<file path="config.mk">
export PLATFORM = sky130hd
export DESIGN_NAME = aqnc_prep
export DESIGN_NICKNAME = d
export VERILOG_FILES = /design/src/rtl/aqnc_pkg.sv /design/src/rtl/aqnc_prep.sv
export SDC_FILE = /design/constraint.sdc
export NUM_CORES = 1
export LEC_CHECK = 0
export BUFFER_PORTS_ARGS = -buffer_cell sky130_fd_sc_hd__clkbuf_2
export CORE_AREA = 2 2 155 157
export CTS_BUF_LIST = sky130_fd_sc_hd__clkbuf_16
export CTS_CLUSTER_DIAMETER = 30
export DETAILED_ROUTE_END_ITERATION = 7
export DIE_AREA = 0 0 157 159
export GPL_ROUTABILITY_DRIVEN = 0
export PLACE_DENSITY_LB_ADDON = 0.1
export SLEW_MARGIN = 10
export SYNTH_ARGS = -nofsm -noshare
export SYNTH_HDL_FRONTEND = slang
export SYNTH_SLANG_ARGS = --single-unit
</file>
<file path="constraint.sdc">
create_clock -name clk -period 5.3 [get_ports clk]
set_input_delay 0.265 -clock clk [delete_from_list [all_inputs] [get_ports clk]]
set_output_delay 0.265 -clock clk [all_outputs]
set_load 0.02 [all_outputs]
</file>
<file path="src/rtl/aqnc_pkg.sv">
`default_nettype none

package aqnc_pkg;

	// width of range bounds and of the numerator and span
	localparam int VAL_W = 16;
	// width of one packed centroid field, always Q0.10
	localparam int CENT_W = 10;
	localparam int CFG_IDX_W = 3;

	typedef enum logic [CFG_IDX_W-1:0] {
		CFG_GAS_RANGE         = 3'd0,
		CFG_TEMP_RANGE        = 3'd1,
		CFG_HUM_RANGE         = 3'd2,
		CFG_CENTROID_GOOD     = 3'd3,
		CFG_CENTROID_MODERATE = 3'd4,
		CFG_CENTROID_BAD      = 3'd5
	} cfg_idx_t;

	typedef enum logic [1:0] {
		LVL_GOOD     = 2'd0,
		LVL_MODERATE = 2'd1,
		LVL_BAD      = 2'd2
	} level_t;

	localparam logic [1:0] CLUSTER_GOOD     = 2'd0;
	localparam logic [1:0] CLUSTER_MODERATE = 2'd1;
	localparam logic [1:0] CLUSTER_BAD      = 2'd2;

	// one feature ready for division: zero forces 0, sat forces full scale
	typedef struct packed {
		logic [VAL_W-1:0] num;
		logic [VAL_W-1:0] span;
		logic             zero;
		logic             sat;
	} feat_t;

endpackage

`default_nettype wire

</file>
<file path="src/rtl/aqnc_prep.sv">
`default_nettype none

module aqnc_prep
	import aqnc_pkg::*;
(
	input  logic               clk,
	input  logic               adv,
	input  logic [11:0]        gas_raw,
	input  logic signed [10:0] temp_tenths,
	input  logic [9:0]         hum_tenths,
	input  logic               climate_valid,
	input  logic [31:0]        gas_range,
	input  logic [31:0]        temp_range,
	input  logic [31:0]        hum_range,
	output feat_t              gas_s1,
	output feat_t              temp_s1,
	output feat_t              hum_s1,
	output level_t             level_s1
);

	localparam logic signed [10:0] FALLBACK_TEMP = 11'sd280;
	localparam logic [9:0]         FALLBACK_HUM  = 10'd600;
	localparam logic [11:0]        GAS_GOOD_LIM  = 12'd300;
	localparam logic [11:0]        GAS_BAD_LIM   = 12'd1000;
	localparam logic signed [10:0] TEMP_LO       = 11'sd200;
	localparam logic signed [10:0] TEMP_HI       = 11'sd370;
	localparam logic [9:0]         HUM_LO        = 10'd400;
	localparam logic [9:0]         HUM_HI        = 10'd600;

	function automatic feat_t prep_feat(
		input logic signed [VAL_W:0] x,
		input logic signed [VAL_W:0] mn,
		input logic signed [VAL_W:0] mx
	);
		logic signed [VAL_W:0] num;
		logic signed [VAL_W:0] span;
		feat_t f;
		num    = x - mn;
		span   = mx - mn;
		f.num  = num[VAL_W-1:0];
		f.span = span[VAL_W-1:0];
		f.zero = span[VAL_W] || (span == '0) || num[VAL_W] || (num == '0);
		f.sat  = num >= span;
		return f;
	endfunction

	logic signed [10:0] t_sel;
	logic [9:0]         h_sel;
	logic               t_ok;
	logic               h_ok;
	level_t             level_d;

	assign t_sel = climate_valid ? temp_tenths : FALLBACK_TEMP;
	assign h_sel = climate_valid ? hum_tenths : FALLBACK_HUM;
	assign t_ok  = (t_sel >= TEMP_LO) && (t_sel <= TEMP_HI);
	assign h_ok  = (h_sel >= HUM_LO) && (h_sel <= HUM_HI);

	always_comb begin
		priority if ((gas_raw < GAS_GOOD_LIM) && t_ok && h_ok) begin
			level_d = LVL_GOOD;
		end else if ((gas_raw > GAS_BAD_LIM) || (!t_ok && !h_ok)) begin
			level_d = LVL_BAD;
		end else begin
			level_d = LVL_MODERATE;
		end
	end

	always_ff @(posedge clk) begin
		if (adv) begin
			gas_s1   <= prep_feat({5'b0, gas_raw},
				{1'b0, gas_range[15:0]}, {1'b0, gas_range[31:16]});
			temp_s1  <= prep_feat({{6{t_sel[10]}}, t_sel},
				{temp_range[15], temp_range[15:0]}, {temp_range[31], temp_range[31:16]});
			hum_s1   <= prep_feat({7'b0, h_sel},
				{1'b0, hum_range[15:0]}, {1'b0, hum_range[31:16]});
			level_s1 <= level_d;
		end
	end

endmodule

`default_nettype wire

</file>
Word level (Yosys, flattened, before mapping). Index checks and enable logic that the tools add are counted.

Logic and storage cells: 54. Output and inout bits: 104. Bits in registers: 104. Input port bits: 132.

Mux-type cells: 3. $lt $le $gt $ge: 9. Reductions and logical operators: 23. Add/subtract/negate cells: 6.

Operators by type and width (number): $logic_not A17 Y1 (6); $ge A17 B17 Y1 (3); $sub A16 B16 Y17 (3); $sub A10 B16 Y17 (1); $sub A11 B16 Y17 (1); $sub A12 B16 Y17 (1); $gt A12 B10 Y1 const B (1); $lt A12 B9 Y1 const B (1); $ge A11 B9 Y1 const B (1); $le A11 B10 Y1 const B (1); $mux W11 (1); $ge A10 B9 Y1 const B (1); $le A10 B10 Y1 const B (1); $logic_or A1 B1 Y1 (10); $mux W10 (1); $logic_and A1 B1 Y1 (5); $logic_not A1 Y1 (2); $mux W2 (1).

Longest topological paths before layout.
Word-level depth: 7. Mapped depth: 21. Depth with buffers taken out: 19.

Worst setup path before layout. OpenSTA, ideal clock, no wires.

Kind: input port to flip-flop. From: in climate_valid. To: reg hum_s1[0] in the netlist's numbering (data pin). Path slack: 1.364 ns. Path buffers: 2. Arrival time: 3.672 ns. Library setup time: 0.264 ns. Stages: 19. Cells stage by stage: clkbuf_1 > clkbuf_1 > and2_1 > ha_1 > nor2b_1 > o2111ai_1 > nand4b_1 > maj3_1 > a31o_2 > a21oi_1 > nor2_1 > xnor2_1 > ha_1 > a21o_1 > a21oi_1 > o21ai_0 > nor2b_1 > nor4_1 > a21oi_1.

Cells in the longest elaborated chain, start to end: 3.

Ends and longest elaborated chain: start, declared (line aqnc_prep.sv:11) `input logic climate_valid,`; $mux W10 (line aqnc_prep.sv:54) `assign h_sel = climate_valid ? hum_tenths : FALLBACK_HUM;`; $sub A10 B16 Y17 (line aqnc_prep.sv:38) `num = x - mn;`; $ge A17 B17 Y1 (line aqnc_prep.sv:43) `f.sat = num >= span;`; end signal, assigned (line aqnc_prep.sv:74) `hum_s1 <= prep_feat({7'b0, h_sel},`; end, declared (line aqnc_prep.sv:17) `output feat_t hum_s1,`.

No other way between the ends. A chain may end at the register's enable or synchronous reset.

Final worst setup path.
From: in climate_valid. To: reg temp_s1[0] in the netlist's numbering (data pin).

Cells in the longest elaborated chain, start to end: 3.

Ends and longest elaborated chain: $mux W11 (line aqnc_prep.sv:53) `assign t_sel = climate_valid ? temp_tenths : FALLBACK_TEMP;`; $sub A11 B16 Y17 (line aqnc_prep.sv:38); $ge A17 B17 Y1 (line aqnc_prep.sv:43); end signal, assigned (line aqnc_prep.sv:72) `temp_s1 <= prep_feat({{6{t_sel[10]}}, t_sel},`; end, declared (line aqnc_prep.sv:16) `output feat_t temp_s1,`.

No other way between the ends.

==> impl_results.md <==
- EDFF count, synth: 104
- Leak: 5.316 nW
- Tot Pwr: 3.057 mW
- DR DRC count: 0
- Die Width: 157 um
- DR WL met3: 1282 um
- Final setup vio count: 0
- Hold depth: 2
- Vias in the first global route: 7699
- Setup CP Type: in2reg
- Worst path buffer plus inverter count: 1
- CP startpoint kind: primary input
- N_diodes: 0
- Finished Core Util: 0.4749
- Worst EP required: 5.40 ns
- Post-Route WL: 24710 um
- Rel. slew slack: 0.3709
- YS warnings: 0
- Final ANT Viol Nets: 0
- Filler cells: 2281
- Cell Count, Final, Fillers Out: 1523
- Setup TNS Final: 0 ns
- Pwr per Cell Area: 277.5 mW/mm^2
- Largest net degree at the start of global routing: 63
- Fraction of layout instances using a drive strength above 1: 0.2234
- Nets: 1472
- Crit path cell chain: clkbuf_2 > nand2_1 > ha_1 > fa_1 > nor2b_1 > o31a_1 > o2111ai_1 > a21oi_1 > o31a_1 > o21ai_1 > a21boi_0 > nor2_1 > ha_1 > nand3_1 > nor4_1 > a221o_1 > nor4_1 > a21oi_1
- Part of the cycle the worst path needs: 0.7371
- Register bit count reported by yosys: 104
- Number of primary I/O pins: 236
- Max Cap Viol: 0
- CP max stage delay: 0.41 ns
- Async set-reset flop share out of synthesis: 0
- Global-route wire length before repair: 38930 um
- WL met2: 11120 um
- Tightest Pin Transition: 0.9318 ns
- # resized after CTS: 0
- Synth area leaders: edfxtp_1 (34%), ha_1 (18%), inv_1 (5.7%)
- Clk slew on worst S/H paths: 0.07 ns
- Global route overflow: 0
- Drt first pass iters: 5
- CTS Hold Buffers Added: 0
- Status: finished clean
- CTS max path bufs: 2
- DP Wirelength: 20410 um
- RSZ-0062 raised after global routing: no
- Biggest area consumer among synthesized cells: edfxtp_1
- Endpoint class of the critical path: flip-flop
- Crit-path max FO: 23
- CTS Buf Count: 9
- Sequential Power Share: 0.363
- Number of instances in the placed design: 1507
- Most numerous cell in the Yosys netlist: inv_1
- Top sig layer: met4
- Vias/cell: 5.173
- Via count: 7879
- Initial DRC Count: 432
- CP delay by family, top: compound AO/OA/AOI/OAI gates
- Net Count, Synth: 1230
- Die area: 0.02496 mm^2
- PortBufs: 235
- Hold WS: 0.3094 ns
- Net Sw Power: 1.166 mW
- Avg WL per Cell: 16.23 um
- Synthesized cell area: 0.009183 mm^2
- Pins Over Slew Limit: 0
- CTS root buf: clkbuf_16
- Synthesized area per cell: 9.595 um^2
- Max VDD drop: 0.0001488 V
- Worst Min Path Start: hum_range[14]
- Worst Hold Class: in2reg
- Share of total power in the clock network: 0.206
- Hold Path Sink: hum_s1[32]$_DFFE_PP_
- CP arrival: 4.01 ns
- CTS tree: done
- Top_reg_cell synth: edfxtp_1
- Starting Density: 0.3959
- FMAX: 0.2560 GHz
- Post-layout minimum cycle time: 3.906 ns
- DRT met1 WL: 12040 um
- Final Hold Viols: 0
- H-tree level count: 3
- Die H: 159 um
- Post-CTS setup buffers: 0
- Site Rows: 56
- Worst path slowest cell: fa_1
- Cells after synthesis: 957
- CTS sink count: 104
- Core box area: 0.02319 mm^2
- Pint: 1.891 mW
- Initial antenna violation count: 0
- Synth top area share: 0.3401
- Synth cell types: 70
- Seq/Total Area, Yosys: 0.3401
- Gr usage total: 0.1970
- Area Growth Syn to Fin: 19.94%
- Synth top cells by count: inv_1 (139), ha_1 (135), edfxtp_1 (104), a21oi_1 (62)
- Logic pwr share: 0.431
- Switch share: 0.3814
-- final cells by class --
cell class,instances,area (um^2),area share
clock buffers,9,225.2,0.02045
clock inverters,7,38.79,0.003522
inverters,139,521.8,0.04738
multi-input cells,709,5519,0.5011
flip-flops and latches,104,3123,0.2836
well taps,319,399.1,0.03624
repair buffers,236,1186,0.1077
-- logic make-up after synthesis --
logic type | synth area share
AO/OA/AOI/OAI | 0.1916
AND/OR/NAND/NOR | 0.1398
flip-flops | 0.3401
multiplexers | 0.004769
buffers and inverters | 0.05886
adder cells (fa/ha/maj) | 0.1981
XOR/XNOR | 0.06677
-- state kept, by name, summed over array words and instances (netlist names) --
signal    cells
hum_s1       34
level_s1      2
temp_s1      34
gas_s1       34
-- placed cells by master (no fill, tap or decap), drive strengths merged, types with 13 or more instances in the layout --
cell	count
o21ai	45
inv	139
nor4	13
edfxtp	104
nand3	29
clkbuf	243
nand2b	15
nor3	21
nor2	39
nand4	17
xor2	27
and2	14
nand2	42
nor2b	14
a211oi	13
a21o	43
xnor2	43
a21oi	64
ha	135
-- layer usage --
metal	up-vias	track usage
met1	3632	0.2782
met2	187	0.3160
met5	-	0
met3	14	0.03048
li1	4046	-
met4	0	0.04837
-- per-stage QoR --
step,setup slack (ns),area (um^2)
final,1.394,11010
after global routing,0.9593,11010
after CTS,1.442,11010
after detailed placement,1.061,10750
after global placement,1.165,10750
after floorplan,1.364,9183
-- worst max-delay path by stage --
| stage | start | to | cells past startpoint |
|---|---|---|---|
| 2_1_floorplan | climate_valid | hum_s1[0]$_DFFE_PP_ | 19 |
| 3_3_place_gp | climate_valid | temp_s1[0]$_DFFE_PP_ | 17 |
| 3_5_place_dp | climate_valid | temp_s1[0]$_DFFE_PP_ | 18 |
| 4_1_cts | climate_valid | temp_s1[0]$_DFFE_PP_ | 18 |
| 5_1_grt | climate_valid | temp_s1[0]$_DFFE_PP_ | 18 |
| 6_report | climate_valid | temp_s1[0]$_DFFE_PP_ | 18 |
-- power by group through the flow --
stage                     registers [mW]  clock network (mW)  logic (mW)
after floorplan                     1.28                   0       0.743
after global placement              1.13                   0        1.31
after detailed placement            1.13                   0        1.32
after CTS                           1.11               0.654        1.32
after global routing                1.12               0.674        1.48
final                               1.11               0.630        1.32
No activity file was read; power rests on OpenSTA's default activity.
