**src/rtl/aqnc_pkg.sv**
```systemverilog
`default_nettype none

package aqnc_pkg;

	// width of range bounds and of the numerator and span
	localparam int VAL_W = 16;
	// width of one packed centroid field, always Q0.10
	localparam int CENT_W = 10;
	localparam int CFG_IDX_W = 3;

	typedef enum logic [CFG_IDX_W-1:0] {
		CFG_GAS_RANGE         = 3'd0,
		CFG_TEMP_RANGE        = 3'd1,
		CFG_HUM_RANGE         = 3'd2,
		CFG_CENTROID_GOOD     = 3'd3,
		CFG_CENTROID_MODERATE = 3'd4,
		CFG_CENTROID_BAD      = 3'd5
	} cfg_idx_t;

	typedef enum logic [1:0] {
		LVL_GOOD     = 2'd0,
		LVL_MODERATE = 2'd1,
		LVL_BAD      = 2'd2
	} level_t;

	localparam logic [1:0] CLUSTER_GOOD     = 2'd0;
	localparam logic [1:0] CLUSTER_MODERATE = 2'd1;
	localparam logic [1:0] CLUSTER_BAD      = 2'd2;

	// one feature ready for division: zero forces 0, sat forces full scale
	typedef struct packed {
		logic [VAL_W-1:0] num;
		logic [VAL_W-1:0] span;
		logic             zero;
		logic             sat;
	} feat_t;

endpackage

`default_nettype wire

```
**src/rtl/aqnc_dist.sv**
```systemverilog
`default_nettype none

module aqnc_dist
	import aqnc_pkg::*;
#(
	parameter int FRAC_BITS = 10
) (
	input  logic                  clk,
	input  logic                  adv,
	input  logic [FRAC_BITS:0]    feat [3],
	input  logic [3*CENT_W-1:0]   centroid [3],
	output logic [1:0]            cluster_s3
);

	localparam int FW   = FRAC_BITS + 1;
	localparam int SQW  = 2 * FW;
	localparam int DW   = SQW + 2;
	localparam int SH_L = (FRAC_BITS >= CENT_W) ? FRAC_BITS - CENT_W : 0;
	localparam int SH_R = (FRAC_BITS >= CENT_W) ? 0 : CENT_W - FRAC_BITS;

	logic [FW-1:0]  cs;
	logic [FW:0]    diff;
	logic [FW-1:0]  mag;
	logic [SQW-1:0] sq_d  [3][3];
	logic [SQW-1:0] sq_s1 [3][3];
	logic [DW-1:0]  dist_s2 [3];
	logic [DW-1:0]  best;
	logic [1:0]     pick;

	// stage 1: nine absolute differences squared
	always_comb begin
		cs   = '0;
		diff = '0;
		mag  = '0;
		for (int i = 0; i < 3; i++) begin
			for (int j = 0; j < 3; j++) begin
				// shift at full width so a narrow scale drops only the low bits
				cs   = FW'((32'(centroid[i][j*CENT_W +: CENT_W]) << SH_L) >> SH_R);
				diff = {1'b0, feat[j]} - {1'b0, cs};
				mag  = diff[FW] ? FW'(-diff) : diff[FW-1:0];
				sq_d[i][j] = mag * mag;
			end
		end
	end

	always_ff @(posedge clk) begin
		if (adv) begin
			sq_s1 <= sq_d;
		end
	end

	// stage 2: squared distance per centroid
	always_ff @(posedge clk) begin
		if (adv) begin
			for (int i = 0; i < 3; i++) begin
				dist_s2[i] <= DW'(sq_s1[i][0]) + DW'(sq_s1[i][1]) + DW'(sq_s1[i][2]);
			end
		end
	end

	// stage 3: strict less-than keeps the lower index on ties
	always_comb begin
		if (dist_s2[1] < dist_s2[0]) begin
			pick = CLUSTER_MODERATE;
			best = dist_s2[1];
		end else begin
			pick = CLUSTER_GOOD;
			best = dist_s2[0];
		end
		if (dist_s2[2] < best) begin
			pick = CLUSTER_BAD;
		end
	end

	always_ff @(posedge clk) begin
		if (adv) begin
			cluster_s3 <= pick;
		end
	end

endmodule

`default_nettype wire

```
**config.mk**
```make
export PLATFORM = sky130hd
export DESIGN_NAME = aqnc_dist
export DESIGN_NICKNAME = d
export VERILOG_FILES = /design/src/rtl/aqnc_pkg.sv /design/src/rtl/aqnc_dist.sv
export SDC_FILE = /design/constraint.sdc
export NUM_CORES = 2
export LEC_CHECK = 0
export BUFFER_PORTS_ARGS = -buffer_cell sky130_fd_sc_hd__clkbuf_2
export CAP_MARGIN = 10
export CORE_UTILIZATION = 30
export CTS_BUF_LIST = sky130_fd_sc_hd__clkbuf_8
export CTS_CLUSTER_SIZE = 14
export DETAILED_ROUTE_END_ITERATION = 16
export GPL_TIMING_DRIVEN = 1
export PLACE_DENSITY = 0.56
export SYNTH_ARGS = -nofsm -noshare
export SYNTH_HDL_FRONTEND = slang
export SYNTH_SLANG_ARGS = --single-unit
```
**constraint.sdc**
```tcl
create_clock -name clk -period 13.15 [get_ports clk]
set_clock_uncertainty 0.15 [all_clocks]
set_input_delay 3.2875 -clock clk [delete_from_list [all_inputs] [get_ports clk]]
set_output_delay 3.2875 -clock clk [all_outputs]
set_load 0.01 [all_outputs]
```
After elaboration in Yosys (flattened, before gate mapping)
Memories as Yosys holds them, arrays and structs flattened. Index checks and enable logic that the tools add are counted.

Register bits after elaboration: 200. Bits of input ports: 125. Output and inout bits: 2. Word-level logic and storage cells: 59. ROM bits: 0. Latch bits: 0. RAM bits: 72. Memories kept: 1.

Multiplexer cells: 13. Divide/modulo/power cells: 0. $mul: 9. Add/subtract/negate cells: 24. Shifts and indexed selects: 0. Bitwise operators: 0. Reductions and logical operators: 0. Equality and inequality tests: 0. $lt $le $gt $ge: 2.

Memory list: dist_s2 (depth 3, width 24, rd ports 3, clocked after memory_dff 0, wr ports 3, RTL line aqnc_dist.sv:26) `logic [DW-1:0] dist_s2 [3];`.

Operators by type and width (number): $mul 11x11->22 (9); $sub 11x10->12 (9); $mux 11 (9); $neg 11->11 (9); $add 23x22->24 (3); $add 22x22->23 (3); $lt 24x24->1 (2); $mux 24 (1); $mux 1 (3).

Longest topological paths before layout
Word-level depth: 4. Depth in mapped cells: 33. Depth with buffers taken out: 32.

Worst setup path before layout
OpenSTA, ideal clock, no wires.

Kind: input to register. Start point: in feat[22] (netlist bit). End point: reg sq_s1[64] (netlist bit), data pin. Cell stages on the path: 25. Arrival: 10447 ps. Buffers on the path: 0. Data required time: 12805 ps. Slack: 2359 ps. Library setup time: 195 ps. Path through: inv_1 ha_1 inv_1 fa_1 a211oi_1 nor2_1 o21ai_0 a22oi_1 or4b_2 o221ai_1 xnor2_1 inv_1 nor2_1 fa_1 fa_1 fa_1 fa_1 fa_1 ha_1 and3_1 a211oi_1 o21ai_0 a2111o_1 a2111o_1 o311ai_0.

RTL lines: from (decl) (RTL line aqnc_dist.sv:10) `input logic [FRAC_BITS:0] feat [3],`; to (signal assigned) (RTL line aqnc_dist.sv:48) `sq_s1 <= sq_d;`; to (decl) (RTL line aqnc_dist.sv:25) `logic [SQW-1:0] sq_s1 [3][3];`.

==> results by stage <==
Timing:
- The final sum of negative setup slack is 0 ns.
- Setup violations remaining at the end of the flow were counted as 0.
- The share of the clock period used by the worst path is around 85%.
- Timing would allow up to about 0.09 GHz.
- The number of pins exceeding their max-slew limit in the final report is 0.
- Setup repair after global routing left no endpoint under its margin.
- The post-layout minimum cycle time is between 10 and 15 ns.
- The number of hold-slack violations in the final timing report is 0.
- The worst max-slew margin expressed relative to the limit is about an eighth.
- The minimum setup slack in the final design is roughly 1.9 ns.
- The final worst hold slack is 0.6716 ns.
- For the pin with the worst max-slew slack, the measured transition is 1.291 ns.

Global routing:
- The first global-routing pass estimated between 150,000 and 200,000 um of wire.
- After global routing the overflow that remains totals 0.
- Entering global routing, the biggest net connects 75 pins.
- The total track usage is between 10% and 20%.
- The via count of the first global-routing pass is approximately 36,000.
- The number of antenna violations at the first check in global routing came to 11.

Yosys:
- Dividing the synthesized area by the synthesized cell count gives approximately 9.4 um^2.
- The flip-flop and latch count after synthesis is approximately 260.
- The synthesis warning total is 0.
- Synthesis handed over a netlist of between 5,000 and 6,000 instances.
- Among all flip-flop cells after synthesis, the most frequent one is sky130_fd_sc_hd__edfxtp_1.
- After synthesis, the share of flip-flops with an asynchronous set or reset is 0%.
- The sequential share of the synthesized area is approximately 16%.
- The cell taking the most area after synthesis is sky130_fd_sc_hd__fa_1.
- The share of synthesized area in the top cell type comes to roughly 27%.
- The distinct cell type count after synthesis is between 90 and 100.
- By area the synthesized netlist is led by sky130_fd_sc_hd__fa_1 (27%), sky130_fd_sc_hd__ha_1 (17%), sky130_fd_sc_hd__edfxtp_1 (16%).
- Counting flops with a built-in enable in the synthesized netlist gives between 200 and 300.
- The cell area after technology mapping is approximately 48,000 um^2.

Worst setup path:
- For this run, the slowest stage of the critical path takes ~0.83 ns.
- The worst-path cell with the longest stage delay is sky130_fd_sc_hd__xnor2_1.
- In this run the worst path has a maximum fanout of 10.
- The worst setup path is captured at a register.
- The worst setup path is launched from an input pin.
- Data on the critical path arrives at its endpoint at around 12 ns.
- The worst path required time is 13.52 ns.
- The worst setup path is of the in2reg kind.
- On the critical path the largest part of the delay comes from adder cells.
- Among the stages of the critical path, the cell type that occurs most often is sky130_fd_sc_hd__fa_1.
- The combined buffer and inverter count along the critical path is 4.

Worst hold path:
- The path class of the tightest hold or removal check is reg2reg.

CTS:
- The clock tree from TritonCTS is yes.
- The latest clock arrival within the worst-skew pair is between 0.6 and 0.7 ns.
- After clock tree synthesis, the clock-pin slew on the worst setup and hold paths is approximately 0.060 ns.
- The number of buffers inserted to repair setup after CTS is 0.
- The clock passes through at most 3 buffers.
- The number of H-tree levels is 2.
- CTS placed an instance of sky130_fd_sc_hd__clkbuf_8 at the clock tree root.
- The post-CTS resize count is 0.
- After clock tree synthesis, the flow added hold-fix buffers numbering 0.
- TritonCTS created 48 clock buffers.
- The clock sink count is about 260.

Die:
- The core outline area is 158,700 um^2.
- The die is between 400 and 500 um tall.
- The effective utilization at floorplan is between 30% and 40%.
- The number of core rows is 146.
- The overall die area is roughly 160,000 um^2.
- The I/O pin count is approximately 130.
- The die is between 400 and 500 um wide.

Placement:
- In this run, placement finished with an instance count of around 7,300.
- In this run the tool buffered the top-level ports with approximately 130 buffer cells.
- The post-placement setup slack is 1.325 ns.
- Summed over all nets, the half-perimeter wirelength after detailed placement is between 100,000 and 150,000 um.
- Routability-driven placement finished with a final weighted congestion of about 0.89.

Drt:
- The total detailed-routing wirelength is about 120,000 um.
- The routed wire length per instance is ~16 um.
- The number of detailed-routing iterations run before antenna repair is 7.
- The iteration-0 DRC count of the detailed router is approximately 1,700.
- After detailed routing, the number of remaining DRC violations is 0.
- The antenna violation net count after detailed routing is 0.
- After detailed routing, the number of vias per cell comes to about 4.7.
- Summing over every cut layer, the via total after detailed routing is around 35,000.

Final layout:
- The share of layout cells above drive strength 1 is about 6.0%.
- After the last flow step, the layout net total stands at slightly below 7,000.
- The final non-filler cell total is about 7,400.
- From synthesis to final layout, the design area changed by 8.742%.

Outcome:
- The flow ran to the end, and the final reports show no timing, DRC or antenna violations.

Flow run:
- The max capacitance violation total is 0.
-- worst min-delay path, delay by kind of cell, from the launching register on --
kind       cells  cell delay, ns
flops          1            0.35
fa+ha+maj      1            0.24
xor+xnor       1            0.13
-- area by class of cell --
type / count / area (um^2)
clock buffer: 48 / 660.6
antenna: 1 / 2.502
tap: 2072 / 2592
clock inverter: 39 / 257.7
sequential: 263 / 7898
fill: 16380 / 106500
multi-input combinational: 3809 / 36220
timing repair buffer: 158 / 880.8
inverter: 1008 / 3784
-- cell families (layout without fill, tap and decap cells) --
logic type | Yosys count | in the layout | synth area share (%)
compound gates | 792 | 792 | 10.93
xor+xnor | 378 | 378 | 6.976
fa+ha+maj | 1317 | 1317 | 44.43
buf+inv | 1064 | 1253 | 8.326
flops | 263 | 263 | 16.42
mux | 36 | 36 | 0.7728
other cells | 1 | 10 | 0.007798
simple gates | 1277 | 1277 | 12.14
-- worst paths after layout --
kind	startpoint	endpoint	slack (ns)	cells past startpoint
min	sq_s1[65]$_DFFE_PP_	dist_s2[0][70]$_DFFE_PP_	0.67	2
max reg2reg	dist_s2[0][13]$_DFFE_PP_	cluster_s3[0]$_SDFFCE_PN0P_	6.96	21
max	feat[23]	sq_s1[196]$_DFFE_PP_	1.92	28
min reg2reg	sq_s1[65]$_DFFE_PP_	dist_s2[0][70]$_DFFE_PP_	0.67	2
-- state kept, by name, indices dropped and copies added, names as in the netlist --
name        count
sq_s1         189
cluster_s3      2
dist_s2        72
-- per-layer routing --
metal / part of all wire, % / vias to the layer above / GRT usage, %
met5: 0.011 / - / 0
met4: 1.6 / 2 / 2.732
met3: 3.3 / 106 / 1.439
met2: 50 / 521 / 26.53
met1: 45 / 17140 / 19.28
li1: - / 17090 / -
-- metrics by stage --
step / instance area (um^2) / utilization, %
after global placement: 51370 / 32.36
after detailed placement: 51370 / 32.36
after CTS: 52290 / 32.94
after floorplan: 48120 / -
final: 52290 / 32.94
after global routing: 52290 / 32.94
-- cells in the final DEF, fill, tap and decap left out, types with 84 or more instances in the layout --
| master | count |
|---|---|
| sky130_fd_sc_hd__a21oi_1 | 201 |
| sky130_fd_sc_hd__xnor2_1 | 252 |
| sky130_fd_sc_hd__xor2_1 | 121 |
| sky130_fd_sc_hd__ha_1 | 666 |
| sky130_fd_sc_hd__fa_1 | 651 |
| sky130_fd_sc_hd__inv_1 | 997 |
| sky130_fd_sc_hd__nor3_1 | 84 |
| sky130_fd_sc_hd__clkbuf_2 | 125 |
| sky130_fd_sc_hd__nand2_1 | 391 |
| sky130_fd_sc_hd__nor2_1 | 451 |
| sky130_fd_sc_hd__edfxtp_1 | 263 |
| sky130_fd_sc_hd__o21ai_0 | 143 |
| sky130_fd_sc_hd__a21o_1 | 101 |
-- cell usage after synthesis, types with 8 or more instances --
cell type	instances
sky130_fd_sc_hd__xor2_1	121
sky130_fd_sc_hd__edfxtp_1	263
sky130_fd_sc_hd__o21ai_1	8
sky130_fd_sc_hd__a41oi_1	8
sky130_fd_sc_hd__o21a_1	82
sky130_fd_sc_hd__a31oi_1	19
sky130_fd_sc_hd__o21ai_0	143
sky130_fd_sc_hd__or2_2	34
sky130_fd_sc_hd__o211ai_1	16
sky130_fd_sc_hd__clkinv_1	13
sky130_fd_sc_hd__mux2i_1	27
sky130_fd_sc_hd__a21o_1	101
sky130_fd_sc_hd__nand2_1	391
sky130_fd_sc_hd__o31a_1	11
sky130_fd_sc_hd__nor2b_1	42
sky130_fd_sc_hd__nand2b_1	60
sky130_fd_sc_hd__a31o_2	10
sky130_fd_sc_hd__nand3_1	42
sky130_fd_sc_hd__nor2_1	451
sky130_fd_sc_hd__ha_1	666
sky130_fd_sc_hd__a21oi_1	201
sky130_fd_sc_hd__fa_1	651
sky130_fd_sc_hd__xnor2_1	252
sky130_fd_sc_hd__a211oi_1	45
sky130_fd_sc_hd__inv_2	9
sky130_fd_sc_hd__o21bai_1	37
sky130_fd_sc_hd__clkbuf_1	52
sky130_fd_sc_hd__or3_1	23
sky130_fd_sc_hd__and3_1	26
sky130_fd_sc_hd__nor4_1	17
sky130_fd_sc_hd__o31ai_1	25
sky130_fd_sc_hd__nand4_1	11
sky130_fd_sc_hd__and2_1	45
sky130_fd_sc_hd__mux2_2	9
sky130_fd_sc_hd__nor3_1	84
sky130_fd_sc_hd__inv_1	986
Power is left out: the tool's default activity adds up to more than one toggle a clock period on the data nets, which glitch-free logic cannot reach.
