`config.mk`:
```
export PLATFORM = sky130hd
export DESIGN_NAME = aqnc_div
export DESIGN_NICKNAME = d
export VERILOG_FILES = /design/src/rtl/aqnc_pkg.sv /design/src/rtl/aqnc_div.sv
export SDC_FILE = /design/constraint.sdc
export NUM_CORES = 1
export LEC_CHECK = 0
export ABC_AREA = 1
export BUFFER_PORTS_ARGS = -buffer_cell sky130_fd_sc_hd__buf_2
export CAP_MARGIN = 40
export CORE_MARGIN = 5
export CORE_UTILIZATION = 40
export DETAILED_ROUTE_END_ITERATION = 7
export GPL_TIMING_DRIVEN = 0
export PLACE_DENSITY = 0.59
export SLEW_MARGIN = 0
export SYNTH_ARGS = -nofsm -noshare
export SYNTH_HDL_FRONTEND = slang
export SYNTH_SLANG_ARGS = --single-unit
```
`constraint.sdc`:
```
create_clock -name clk -period 2.4 [get_ports clk]
set_input_delay 0.12 -clock clk [delete_from_list [all_inputs] [get_ports clk]]
set_output_delay 0.12 -clock clk [all_outputs]
set_load 0.1 [all_outputs]
```
`src/rtl/aqnc_pkg.sv`:
```
`default_nettype none

package aqnc_pkg;

	// width of range bounds and of the numerator and span
	localparam int VAL_W = 16;
	// width of one packed centroid field, always Q0.10
	localparam int CENT_W = 10;
	localparam int CFG_IDX_W = 3;

	typedef enum logic [CFG_IDX_W-1:0] {
		CFG_GAS_RANGE         = 3'd0,
		CFG_TEMP_RANGE        = 3'd1,
		CFG_HUM_RANGE         = 3'd2,
		CFG_CENTROID_GOOD     = 3'd3,
		CFG_CENTROID_MODERATE = 3'd4,
		CFG_CENTROID_BAD      = 3'd5
	} cfg_idx_t;

	typedef enum logic [1:0] {
		LVL_GOOD     = 2'd0,
		LVL_MODERATE = 2'd1,
		LVL_BAD      = 2'd2
	} level_t;

	localparam logic [1:0] CLUSTER_GOOD     = 2'd0;
	localparam logic [1:0] CLUSTER_MODERATE = 2'd1;
	localparam logic [1:0] CLUSTER_BAD      = 2'd2;

	// one feature ready for division: zero forces 0, sat forces full scale
	typedef struct packed {
		logic [VAL_W-1:0] num;
		logic [VAL_W-1:0] span;
		logic             zero;
		logic             sat;
	} feat_t;

endpackage

`default_nettype wire

```
`src/rtl/aqnc_div.sv`:
```
`default_nettype none

module aqnc_div
	import aqnc_pkg::*;
#(
	parameter int FRAC_BITS = 10
) (
	input  logic               clk,
	input  logic               adv,
	input  feat_t              feat_in,
	output logic [FRAC_BITS:0] q_out
);

	// restoring division, one quotient bit per stage; num < span on the useful path
	logic [VAL_W-1:0]     rem_s  [1:FRAC_BITS];
	logic [VAL_W-1:0]     span_s [1:FRAC_BITS];
	logic [FRAC_BITS-1:0] quo_s  [1:FRAC_BITS];
	logic                 zero_s [1:FRAC_BITS];
	logic                 sat_s  [1:FRAC_BITS];

	for (genvar k = 0; k < FRAC_BITS; k++) begin : g_step
		logic [VAL_W-1:0]     rem_in;
		logic [VAL_W-1:0]     span_in;
		logic [FRAC_BITS-1:0] quo_in;
		logic                 zero_in;
		logic                 sat_in;
		logic [VAL_W:0]       dbl;
		logic [VAL_W+1:0]     diff;
		logic                 take;

		if (k == 0) begin : g_first
			assign rem_in  = feat_in.num;
			assign span_in = feat_in.span;
			assign quo_in  = '0;
			assign zero_in = feat_in.zero;
			assign sat_in  = feat_in.sat;
		end else begin : g_next
			assign rem_in  = rem_s[k];
			assign span_in = span_s[k];
			assign quo_in  = quo_s[k];
			assign zero_in = zero_s[k];
			assign sat_in  = sat_s[k];
		end

		assign dbl  = {rem_in, 1'b0};
		assign diff = {1'b0, dbl} - {2'b0, span_in};
		assign take = !diff[VAL_W+1];

		always_ff @(posedge clk) begin
			if (adv) begin
				rem_s[k+1]  <= take ? diff[VAL_W-1:0] : dbl[VAL_W-1:0];
				span_s[k+1] <= span_in;
				quo_s[k+1]  <= {quo_in[FRAC_BITS-2:0], take};
				zero_s[k+1] <= zero_in;
				sat_s[k+1]  <= sat_in;
			end
		end
	end

	always_comb begin
		priority if (zero_s[FRAC_BITS]) begin
			q_out = '0;
		end else if (sat_s[FRAC_BITS]) begin
			q_out = {1'b1, {FRAC_BITS{1'b0}}};
		end else begin
			q_out = {1'b0, quo_s[FRAC_BITS]};
		end
	end

endmodule

`default_nettype wire

```
## Yosys cells after proc, flatten, opt, wreduce, memory -nomap -nowiden

Memories as Yosys holds them, arrays and structs flattened.
Cells that the tools add are included.

| operators by class | value |
|---|---|
| add/sub/neg operators | 10 |
| $mul | 0 |
| divide/modulo/power cells | 0 |
| $lt $le $gt $ge | 0 |
| equal/unequal tests | 0 |
| shift operators | 0 |
| multiplexer cells | 14 |
| bitwise operators | 0 |
| reduce and logical (&&, ||, !) cells | 10 |

Operator list:

| cell | count |
|---|---|
| 17-bit by 16-bit subtractor with 18-bit output | 10 |
| 16-bit two-way mux | 10 |
| 11-bit two-way mux | 2 |
| 1-bit zero test | 10 |
| 1-bit two-way mux | 2 |

| word-level totals | value |
|---|---|
| register bits after elaboration | 0 |
| bits in latches | 0 |
| memory bits (writable) | 440 |
| bits in read-only memories | 0 |
| input bits | 36 |
| output and inout port bits | 11 |
| memories | 5 |

Memories:

| memory | depth | bits a word | read ports | clocked after memory_dff | wr ports | line | source |
|---|---|---|---|---|---|---|---|
| rem_s | 10 | 16 | 9 | 0 | 10 | aqnc_div.sv:15 | `logic [VAL_W-1:0] rem_s [1:FRAC_BITS];` |
| span_s | 10 | 16 | 9 | 0 | 10 | aqnc_div.sv:16 | `logic [VAL_W-1:0] span_s [1:FRAC_BITS];` |
| quo_s | 10 | 10 | 10 | 0 | 10 | aqnc_div.sv:17 | `logic [FRAC_BITS-1:0] quo_s [1:FRAC_BITS];` |
| sat_s | 10 | 1 | 10 | 0 | 10 | aqnc_div.sv:19 | `logic sat_s [1:FRAC_BITS];` |
| zero_s | 10 | 1 | 10 | 0 | 10 | aqnc_div.sv:18 | `logic zero_s [1:FRAC_BITS];` |

## Longest topological paths before layout

Gate-level depths: netlist (run 1).
An unclocked memory read counts as a cell.

| depth | value |
|---|---|
| depth after elaboration | 3 |
| mapped depth | 14 |
| mapped depth without buffers | 13 |

## Least setup slack after synthesis (run 1)

Ideal clock, no wire load.

| timing path | value |
|---|---|
| kind | flip-flop to output port |
| from | register, netlist name sat_s[5][0] |
| to | output q_out[1] |
| arrival time | 1994 ps |
| required time | 2280 ps |
| path slack | 286 ps |
| cell stages (with the launch flop) | 5 |
| path buffers | 1 |
| cells stage by stage | edfxtp_1 -> inv_1 -> clkbuf_1 -> nand2_1 -> nor2_1 |

RTL lines:

| element | line | source |
|---|---|---|
| to (decl) | aqnc_div.sv:11 | `output logic [FRAC_BITS:0] q_out` |

==> impl_metrics.py, run 1 <==
metrics = {
    "run_status": {
        "outcome": "finished, final reports clean",
    },
    "finish": {
        "nNetsFinal": 3011,
        "drive_gt1_share_pct": 7.268,
        "final_cells": 3597,
        "area_growth_pct": 13.78,
        "utilization_pct": 46.01,
        "fillerInstances": 5346,
    },
    "die": {
        "ios": 47,
        "core_um2": 55200,
        "start_util_pct": 40.44,
        "core.rowCount": 86,
        "die_h_um": 246.2,
        "die_area_um2": 60630,
        "fp.dieW_um": 246.2,
    },
    "route": {
        "wl_per_cell_um": 14.79,
        "firstDrtPassIters": 5,
        "vias": 16907,
        "routed_wl_um": 53190,
        "ant_nets": 0,
        "detail_route.vias_per_cell": 4.700,
        "drc": 0,
        "first_iter_violations": 1338,
    },
    "clocking": {
        "clock_path_buffers": 3,
        "cts_tree": "done",
        "cts_buffers": 42,
        "path_clk_slew_ns": 0.06,
        "cts.sinks": 363,
        "cts_setup_buffers": 0,
        "htreeDepth": 2,
        "clock_latency_ns": 0.56,
        "root_buffer": "clkbuf_16",
    },
    "grt": {
        "grt_start_max_net_pins": 129,
        "grt-ovfl-total": 0,
        "grt_use_total_pct": 17.52,
        "antenna_found_initial": 0,
        "grt_pass1_vias": 16342,
        "grt_pass1_wl_um": 84790,
    },
    "yosys": {
        "synth_cells": 2690,
        "syn_area_per_cell_um2": 8.298,
        "yosysSeqAreaShare_pct": 48.83,
        "ys_types": 28,
        "synth_seq_cells": 363,
        "netlist_area_um2": 22320,
        "yosys_warnings": 0,
        "syn-num-nets": 2885,
    },
    "pwr": {
        "ir_worst_vdd_uv": 498.5,
        "leakage_uw": 0.01269,
        "power_density_nw_per_um2": 1126,
        "total_power_uw": 28590,
    },
    "place": {
        "dp_hpwl_um": 41310,
        "portBuffers": 46,
        "placed_cells": 3487,
        "place.gp.congestion": 0.8464,
    },
    "worst_setup_path": {
        "critPathArrivalTime_ns": 2.16,
        "cp_max_fo": 10,
        "setup.worst_path.class": "reg2out",
        "critical_path_required_ns": 2.28,
        "ff2ff_path_depth": 11,
        "cp-start-kind": "flop",
        "r2r-start": "rem_s[0][91]",
        "crit_start": "sat_s[5][0]",
        "crit_path_end": "q_out[3]",
        "r2r_slack_ns": 0.18,
        "end_kind": "output port",
        "regToRegEndpoint": "rem_s[0][109]",
    },
    "sta": {
        "finalClockSkew_ns": 0.01642,
        "hold_viol": 0,
        "fmax_ghz": 0.4395,
        "worstMarginPinSlew_ns": 0.6711,
        "slew_viol_final": 0,
        "max_slew_margin_pct": 55.26,
        "layout_min_cycle_time_ns": 2.275,
        "period_share_pct": 94.81,
        "rsz0062_at_grt": "no",
        "finalSetupViolCount": 0,
    },
    "min_path": {
        "hold_class": "in2reg",
    },
    "flow_run": {
        "drv_cap": 0,
    },
}
-- cell families (layout without fill, tap and decap cells) --
group | count (synthesis) | count (layout) | synth area share, %
XOR/XNOR | 54 | 54 | 2.119
adder cells (fa/ha/maj) | 159 | 159 | 9.215
other | 0 | 1 | 0
AND/OR/NAND/NOR | 1478 | 1478 | 27.77
flip-flops | 363 | 363 | 48.83
buffers and inverters | 520 | 678 | 9.423
AO/OA/AOI/OAI | 116 | 116 | 2.635
-- registers in the layout, summed over array words and instances, names as in the netlist --
name and flops:
zero_s 10, quo_s 55, rem_s 144, sat_s 10, span_s 144
-- synthesized netlist by cell type (all sizes together) --
library cell,instances,share of area (%)
a21o,1,0.034
a21oi,102,2.3
and2,6,0.17
buf,18,0.89
clkbuf,2,0.034
edfxtp,363,49
fa,9,0.81
ha,150,8.4
inv,500,8.5
nand2,1061,18
nand3,150,3.6
nand3b,33,1.1
nand4,25,0.70
nor2,169,3.0
nor3,22,0.49
o211ai,1,0.034
o21ai,11,0.25
o21bai,1,0.034
or2,12,0.34
xnor2,3,0.12
xor2,51,2.0
-- what timing repair did --
item                                    4_1_cts  5_1_grt
endpoints found under the setup margin        0        4
resized for setup                             0        4
hold buffers                                 33        0
endpoints found under the hold margin        34        0
-- worst min-delay path by stage --
stage          cells after the start             to  slack [ns]        from
4_1_cts                            2  span_s[0][74]        0.20         adv
2_1_floorplan                      0    sat_s[0][1]        0.22  feat_in[0]
3_5_place_dp                       1   zero_s[0][1]        0.30  feat_in[1]
6_report                           2  span_s[0][74]        0.21         adv
5_1_grt                            2  span_s[0][74]        0.23         adv
3_3_place_gp                       1    sat_s[0][1]        0.30  feat_in[0]
-- worst max-delay path: stages, from the launching register on --
cell and delay (ns):
edfxtp_1 0.36, inv_1 0.11, clkbuf_1 0.37, nand2_1 0.10
nor2_1 0.19, buf_2 0.47
-- layer usage --
layer	vias to the layer above	GRT usage (%)	wire (um)
met5	-	0	0
met4	0	6.006	1588
met3	81	2.181	2052
met2	328	30.77	25970
met1	7692	22.43	23580
li1	8806	-	-
-- power by group --
group | total (uW) | internal (uW) | switching [uW] | leakage, uW
logic | 11900 | 4220 | 7690 | 0.00841
clock network | 6830 | 4260 | 2570 | 0.000720
registers | 9850 | 8990 | 865 | 0.00356
-- metrics by stage --
stage | area [um2] | hold slack (ns) | setup slack [ns] | TNS (ns)
final | 25400 | 0.2062 | 0.1246 | 0
after CTS | 25380 | 0.2032 | 0.01950 | 0
after detailed placement | 23580 | 0.3012 | 0.1569 | 0
after global placement | 23490 | 0.3015 | -4.068 | -1452.05
after global routing | 25390 | 0.2276 | 0.004188 | 0
after floorplan | 22320 | 0.2189 | 0.2864 | 0
-- placed cells by master, fill, tap and decap left out, types with 8 or more instances in the layout --
| cell type | count |
|---|---|
| nand3_1 | 138 |
| nor2_2 | 12 |
| a21oi_1 | 102 |
| nand2_4 | 9 |
| o21ai_0 | 11 |
| nand3b_1 | 33 |
| ha_1 | 150 |
| nor2_1 | 157 |
| fa_1 | 9 |
| bufinv_16 | 8 |
| buf_2 | 41 |
| nand2_2 | 19 |
| clkinv_1 | 8 |
| clkbuf_1 | 8 |
| inv_1 | 486 |
| inv_4 | 8 |
| nand4_1 | 25 |
| nand3_2 | 12 |
| buf_6 | 17 |
| edfxtp_1 | 363 |
| xor2_1 | 51 |
| nor3_1 | 22 |
| nand2_1 | 1033 |
| dlygate4sd3_1 | 33 |
| or2_2 | 12 |
| clkbuf_16 | 45 |
-- final cells by class --
class	count	area, um2	area share (%)
multi-input combinational	1807	9318	36.69
tap	748	935.9	3.685
inverter	500	1897	7.469
sequential	363	10900	42.92
clock buffer	51	1149	4.523
antenna	1	2.502	0.009853
clock inverter	25	325.3	1.281
buffer	20	206.4	0.8129
timing repair buffer	82	663.1	2.611
No activity file was read; power rests on OpenSTA's default activity.
==> inputs of run 2 (changes only) <==
MAX_ROUTING_LAYER = met4   (was default)
==> impl_metrics.py, run 2 (same netlist as run 1, synthesis figures left out) <==
metrics = {
    "die": {
        "ios": 47,
        "start_util_pct": 40.44,
        "core_um2": 55200,
        "core.rowCount": 86,
        "die_h_um": 246.2,
        "die_area_um2": 60630,
        "fp.dieW_um": 246.2,
    },
    "sta": {
        "worstMarginPinSlew_ns": 0.9613,
        "finalClockSkew_ns": 0.03514,
        "fmax_ghz": 0.4452,
        "period_share_pct": 93.59,
        "rsz0062_at_grt": "no",
        "layout_setup_ws_ns": 0.1538,
        "finalSetupViolCount": 0,
        "hold_viol": 0,
        "setup_tns_ns": 0,
        "slew_viol_final": 0,
        "max_slew_margin_pct": 35.91,
        "layout_min_cycle_time_ns": 2.246,
    },
    "grt": {
        "grt_pass1_vias": 16456,
        "antenna_found_initial": 0,
        "grt_pass1_wl_um": 86190,
        "grt_start_max_net_pins": 124,
        "grt-ovfl-total": 0,
        "grt_use_total_pct": 18.34,
    },
    "route": {
        "ant_nets": 0,
        "vias": 16959,
        "drc": 0,
        "detail_route.vias_per_cell": 4.717,
        "first_iter_violations": 1195,
        "wl_per_cell_um": 14.94,
        "firstDrtPassIters": 5,
        "routed_wl_um": 53700,
    },
    "worst_setup_path": {
        "cp-start-kind": "flop",
        "r2r_slack_ns": 0.17,
        "cpMaxStageDelayCell": "buf_2",
        "cp_cell_sequence": "inv_1 -> clkbuf_1 -> nand2_1 -> nor2_1 -> buf_2",
        "setup.worst_path.class": "reg2out",
        "crit_start": "sat_s[5][0]",
        "r2r-start": "span_s[0][92]",
        "regToRegEndpoint": "rem_s[0][109]",
        "end_kind": "output port",
        "slowest_delay_ns": 0.43,
        "critical_path_required_ns": 2.28,
        "ff2ff_path_depth": 12,
        "cp_max_fo": 10,
        "crit_path_end": "q_out[1]",
        "critPathArrivalTime_ns": 2.13,
    },
    "finish": {
        "layout_common_cells": "nand2_1, inv_1, edfxtp_1, nor2_1, ha_1",
        "drive_gt1_share_pct": 7.411,
        "fillerInstances": 5374,
        "nNetsFinal": 3012,
        "diodes": 0,
        "reg_top3": "rem_s: 144 flops, span_s: 144 flops, quo_s: 55 flops",
        "area_growth_pct": 13.40,
        "final_common_cell": "nand2_1",
    },
    "flow_run": {
        "drv_cap": 0,
    },
    "clocking": {
        "cts_buffers": 42,
        "cts.sinks": 363,
        "clock_path_buffers": 3,
        "cts_tree": "done",
        "path_clk_slew_ns": 0.06,
        "clock_latency_ns": 0.59,
        "root_buffer": "clkbuf_16",
        "htreeDepth": 2,
    },
    "place": {
        "dp_hpwl_um": 41690,
        "dp_worst_setup_slack_ns": -0.02083,
        "portBuffers": 46,
        "place.gp.congestion": 0.8586,
    },
    "pwr": {
        "leakage_uw": 0.01263,
        "power_density_nw_per_um2": 1114,
        "total_power_uw": 28210,
        "ir_worst_vdd_uv": 560.9,
    },
    "min_path": {
        "hold_depth": 1,
        "hold_class": "in2reg",
    },
    "run_status": {
        "outcome": "finished, final reports clean",
    },
}
run 2: what timing repair did:
item | CTS | global route
resized for setup | 0 | 3
hold buffers | 33 | 0
setup endpoints to repair | 0 | 4
setup buffers | 0 | 2
hold endpoints to repair | 33 | 0
run 2: worst min path at each step:
stage	startpoint	end	slack, ns
2_1_floorplan	feat_in[0]	sat_s[0][1]	0.22
3_3_place_gp	feat_in[1]	zero_s[0][1]	0.30
3_5_place_dp	feat_in[1]	zero_s[0][1]	0.30
4_1_cts	adv	span_s[0][79]	0.18
5_1_grt	adv	span_s[0][79]	0.21
6_report	adv	span_s[0][79]	0.17
run 2: layout make-up:
type / count / area, um2 / share of cell area, %
buffer: 20 / 206.4 / 0.8156
clock buffer: 47 / 1091 / 4.310
clock inverter: 27 / 305.3 / 1.206
inverter: 500 / 1897 / 7.494
multi-input combinational: 1807 / 9330 / 36.86
sequential: 363 / 10900 / 43.06
tap: 748 / 935.9 / 3.697
timing repair buffer: 83 / 645.6 / 2.551
run 2: where the power goes:
group,switching [uW],total (uW),leakage (uW),internal [uW]
registers,876,9870,0.00356,8990
logic,7680,11900,0.00841,4240
clock network,2680,6420,0.000664,3740
run 2: through the flow:
stage	hold WS (ns)	cell area, um2	std cells	util [%]
global route	0.2109	25310	3595	45.85
global placement	0.2992	23490	3484	42.55
CTS	0.1765	25280	3593	45.80
floorplan	0.2189	22320	2690	-
detailed placement	0.3011	23550	3486	42.67
finish	0.1744	25310	3595	45.85
run 2: routing by layer:
layer | vias to the layer above | GRT usage (%) | wire length (um)
met1 | 7725 | 22.70 | 23720
met5 | - | - | 0
li1 | 8785 | - | -
met4 | 0 | 5.825 | 1759
met2 | 352 | 31.09 | 25920
met3 | 97 | 2.853 | 2302
run 2: critical path: cells and delay by family (launching register included):
| family | cells | cell delay [ns] |
|---|---|---|
| AND/OR/NAND/NOR | 2 | 0.27 |
| flip-flops | 1 | 0.36 |
| buffers and inverters | 3 | 0.93 |
==> inputs of run 3 (changes only) <==
BUFFER_PORTS_ARGS = -buffer_cell sky130_fd_sc_hd__buf_4   (was -buffer_cell sky130_fd_sc_hd__buf_2)
==> impl_metrics.py, run 3 (same netlist as run 1, synthesis figures left out) <==
metrics = {
    "sta": {
        "finalClockSkew_ns": 0.01154,
        "layout_min_cycle_time_ns": 2.270,
        "holdWs_ns": 0.2540,
        "rsz0062_at_grt": "no",
        "fmax_ghz": 0.4404,
        "period_share_pct": 94.60,
        "max_slew_margin_pct": 59.10,
        "slew_viol_final": 0,
        "worstMarginPinSlew_ns": 0.6135,
        "hold_viol": 0,
        "finalSetupViolCount": 0,
    },
    "grt": {
        "grt_pass1_vias": 16408,
        "grt_start_max_net_pins": 124,
        "grt_pass1_wl_um": 85760,
        "grt_use_total_pct": 18.18,
        "grt-ovfl-total": 0,
        "antenna_found_initial": 0,
    },
    "route": {
        "routed_wl_um": 53470,
        "firstDrtPassIters": 6,
        "ant_nets": 0,
        "detail_route.vias_per_cell": 4.724,
        "first_iter_violations": 1108,
        "wl_per_cell_um": 14.86,
        "vias": 17000,
        "drc": 0,
    },
    "worst_setup_path": {
        "setup.worst_path.class": "reg2reg",
        "cp_max_fo": 10,
        "critPathArrivalTime_ns": 2.58,
        "end_kind": "flop",
        "ff2ff_path_depth": 11,
        "cp_cell_sequence": "ha_1 -> nand2_1 -> inv_1 -> nand2_1 -> nor2_1 -> nand2_2 -> nand2_4 -> inv_2 -> buf_6 -> nand2_1 -> nand2_1",
        "critical_path_cell_count": 11,
        "cpMaxStageDelayCell": "edfxtp_1",
        "cp-start-kind": "flop",
        "worst-path-buf-inv": 3,
        "slowest_delay_ns": 0.47,
        "worst_path_most_repeated_cell": "nand2_1",
        "critical_path_required_ns": 2.71,
        "cp_top_family": "simple AND/OR/NAND/NOR gates",
    },
    "place": {
        "portBuffers": 46,
        "dp_hpwl_um": 41840,
        "placed_cells": 3487,
        "place_area_um2": 23690,
        "place.gp.congestion": 0.8712,
    },
    "die": {
        "die_area_um2": 60630,
        "core.rowCount": 86,
        "fp.dieW_um": 246.2,
        "start_util_pct": 40.44,
        "ios": 47,
        "die_h_um": 246.2,
        "core_um2": 55200,
    },
    "clocking": {
        "htreeDepth": 2,
        "root_buffer": "clkbuf_16",
        "path_clk_slew_ns": 0.06,
        "cts_tree": "done",
        "cts_buffers": 43,
        "clock_path_buffers": 3,
        "cts.sinks": 363,
        "clock_latency_ns": 0.57,
    },
    "finish": {
        "nNetsFinal": 3015,
        "regArea_um2": 10900,
        "utilization_pct": 46.00,
        "diodes": 0,
        "fillerInstances": 5333,
        "layout_common_cells": "nand2_1, inv_1, edfxtp_1, nor2_1, ha_1",
        "multi_input_area_um2": 9323,
        "final_design_area_no_fill_um2": 25390,
        "reg_top3": "rem_s: 144 flops, span_s: 144 flops, quo_s: 55 flops",
        "drive_gt1_share_pct": 7.436,
        "area_growth_pct": 13.77,
        "final_cells": 3599,
        "final_common_cell": "nand2_1",
    },
    "pwr": {
        "total_power_uw": 28000,
        "power.share.clock_pct": 22.1,
        "ir_worst_vdd_uv": 570.8,
        "intPower_uw": 16830,
        "power_density_nw_per_um2": 1103,
        "leakage_uw": 0.01265,
        "switching_share_pct": 39.90,
        "p_seq_share_pct": 35.2,
        "p_comb_share_pct": 42.7,
        "p_sw_uw": 11170,
    },
    "run_status": {
        "outcome": "finished, final reports clean",
    },
    "min_path": {
        "hold_depth": 7,
        "hold_class": "in2reg",
    },
    "flow_run": {
        "drv_cap": 0,
    },
}
-- run 3: cell types whose count changed in the layout (fill, tap and decap cells not counted), moves of 2 or more --
cell | before | now
buf_4 | 3 | 48
buf_2 | 43 | 0
inv_6 | 1 | 4
bufinv_16 | 4 | 2
clkbuf_4 | 2 | 0
clkinv_1 | 6 | 8
clkinv_16 | 2 | 0
ha_2 | 0 | 2
-- run 3: power groups by stage --
stage	Clock, uW	Combinational, uW	Sequential [uW]
floorplan	0	9040	9530
global placement	0	11700	10000
detailed placement	0	11900	10000
CTS	6430	12000	9890
global route	6680	13700	9980
finish	6200	11900	9860
-- run 3: what timing repair did --
action,CTS,global route
buffers inserted,0,2
hold buffers,34,0
gates resized for setup,0,2
hold endpoints to repair,37,0
setup endpoints to repair,0,2
-- run 3: final cells by class --
cell class,count,area share (%)
flip-flops and latches,363,42.92
multi-input cells,1807,36.71
inverters,500,7.469
clock buffers,49,4.410
well taps,748,3.685
repair buffers,85,3.114
clock inverters,27,0.8721
plain buffers,20,0.8130
-- run 3: layer usage --
metal	GRT usage [%]	vias to the layer above	wire length, um
met5	-	-	0
met4	6.137	0	1526
met2	31.10	329	26400
met3	2.170	87	2062
li1	-	8809	-
met1	22.53	7775	23480
-- run 3: final timing paths --
kind | startpoint | endpoint | slack, ns
setup / recovery | rem_s[0][123] | rem_s[0][131] | 0.13
setup reg to reg | rem_s[0][123] | rem_s[0][131] | 0.13
hold / removal | feat_in[33] | rem_s[0][26] | 0.25
hold reg to reg | quo_s[0][61] | quo_s[0][72] | 0.41
-- run 3: worst reg2reg max path, stage by stage, from the launching register on --
cell and delay, ns:
edfxtp_1 0.47, ha_1 0.42, nand2_1 0.10, inv_1 0.08, nand2_1 0.14, nor2_1 0.16
nand2_2 0.08, nand2_4 0.13, inv_2 0.14, buf_6 0.18, nand2_1 0.07, nand2_1 0.07
-- run 3: metrics by stage --
stage	TNS, ns	worst slack (ns)
2_1_floorplan	0	0.2864
3_3_place_gp	-545.64	-1.570
3_5_place_dp	0	0.1489
4_1_cts	0	0.1303
5_1_grt	0	0.001805
6_report	0	0.1295
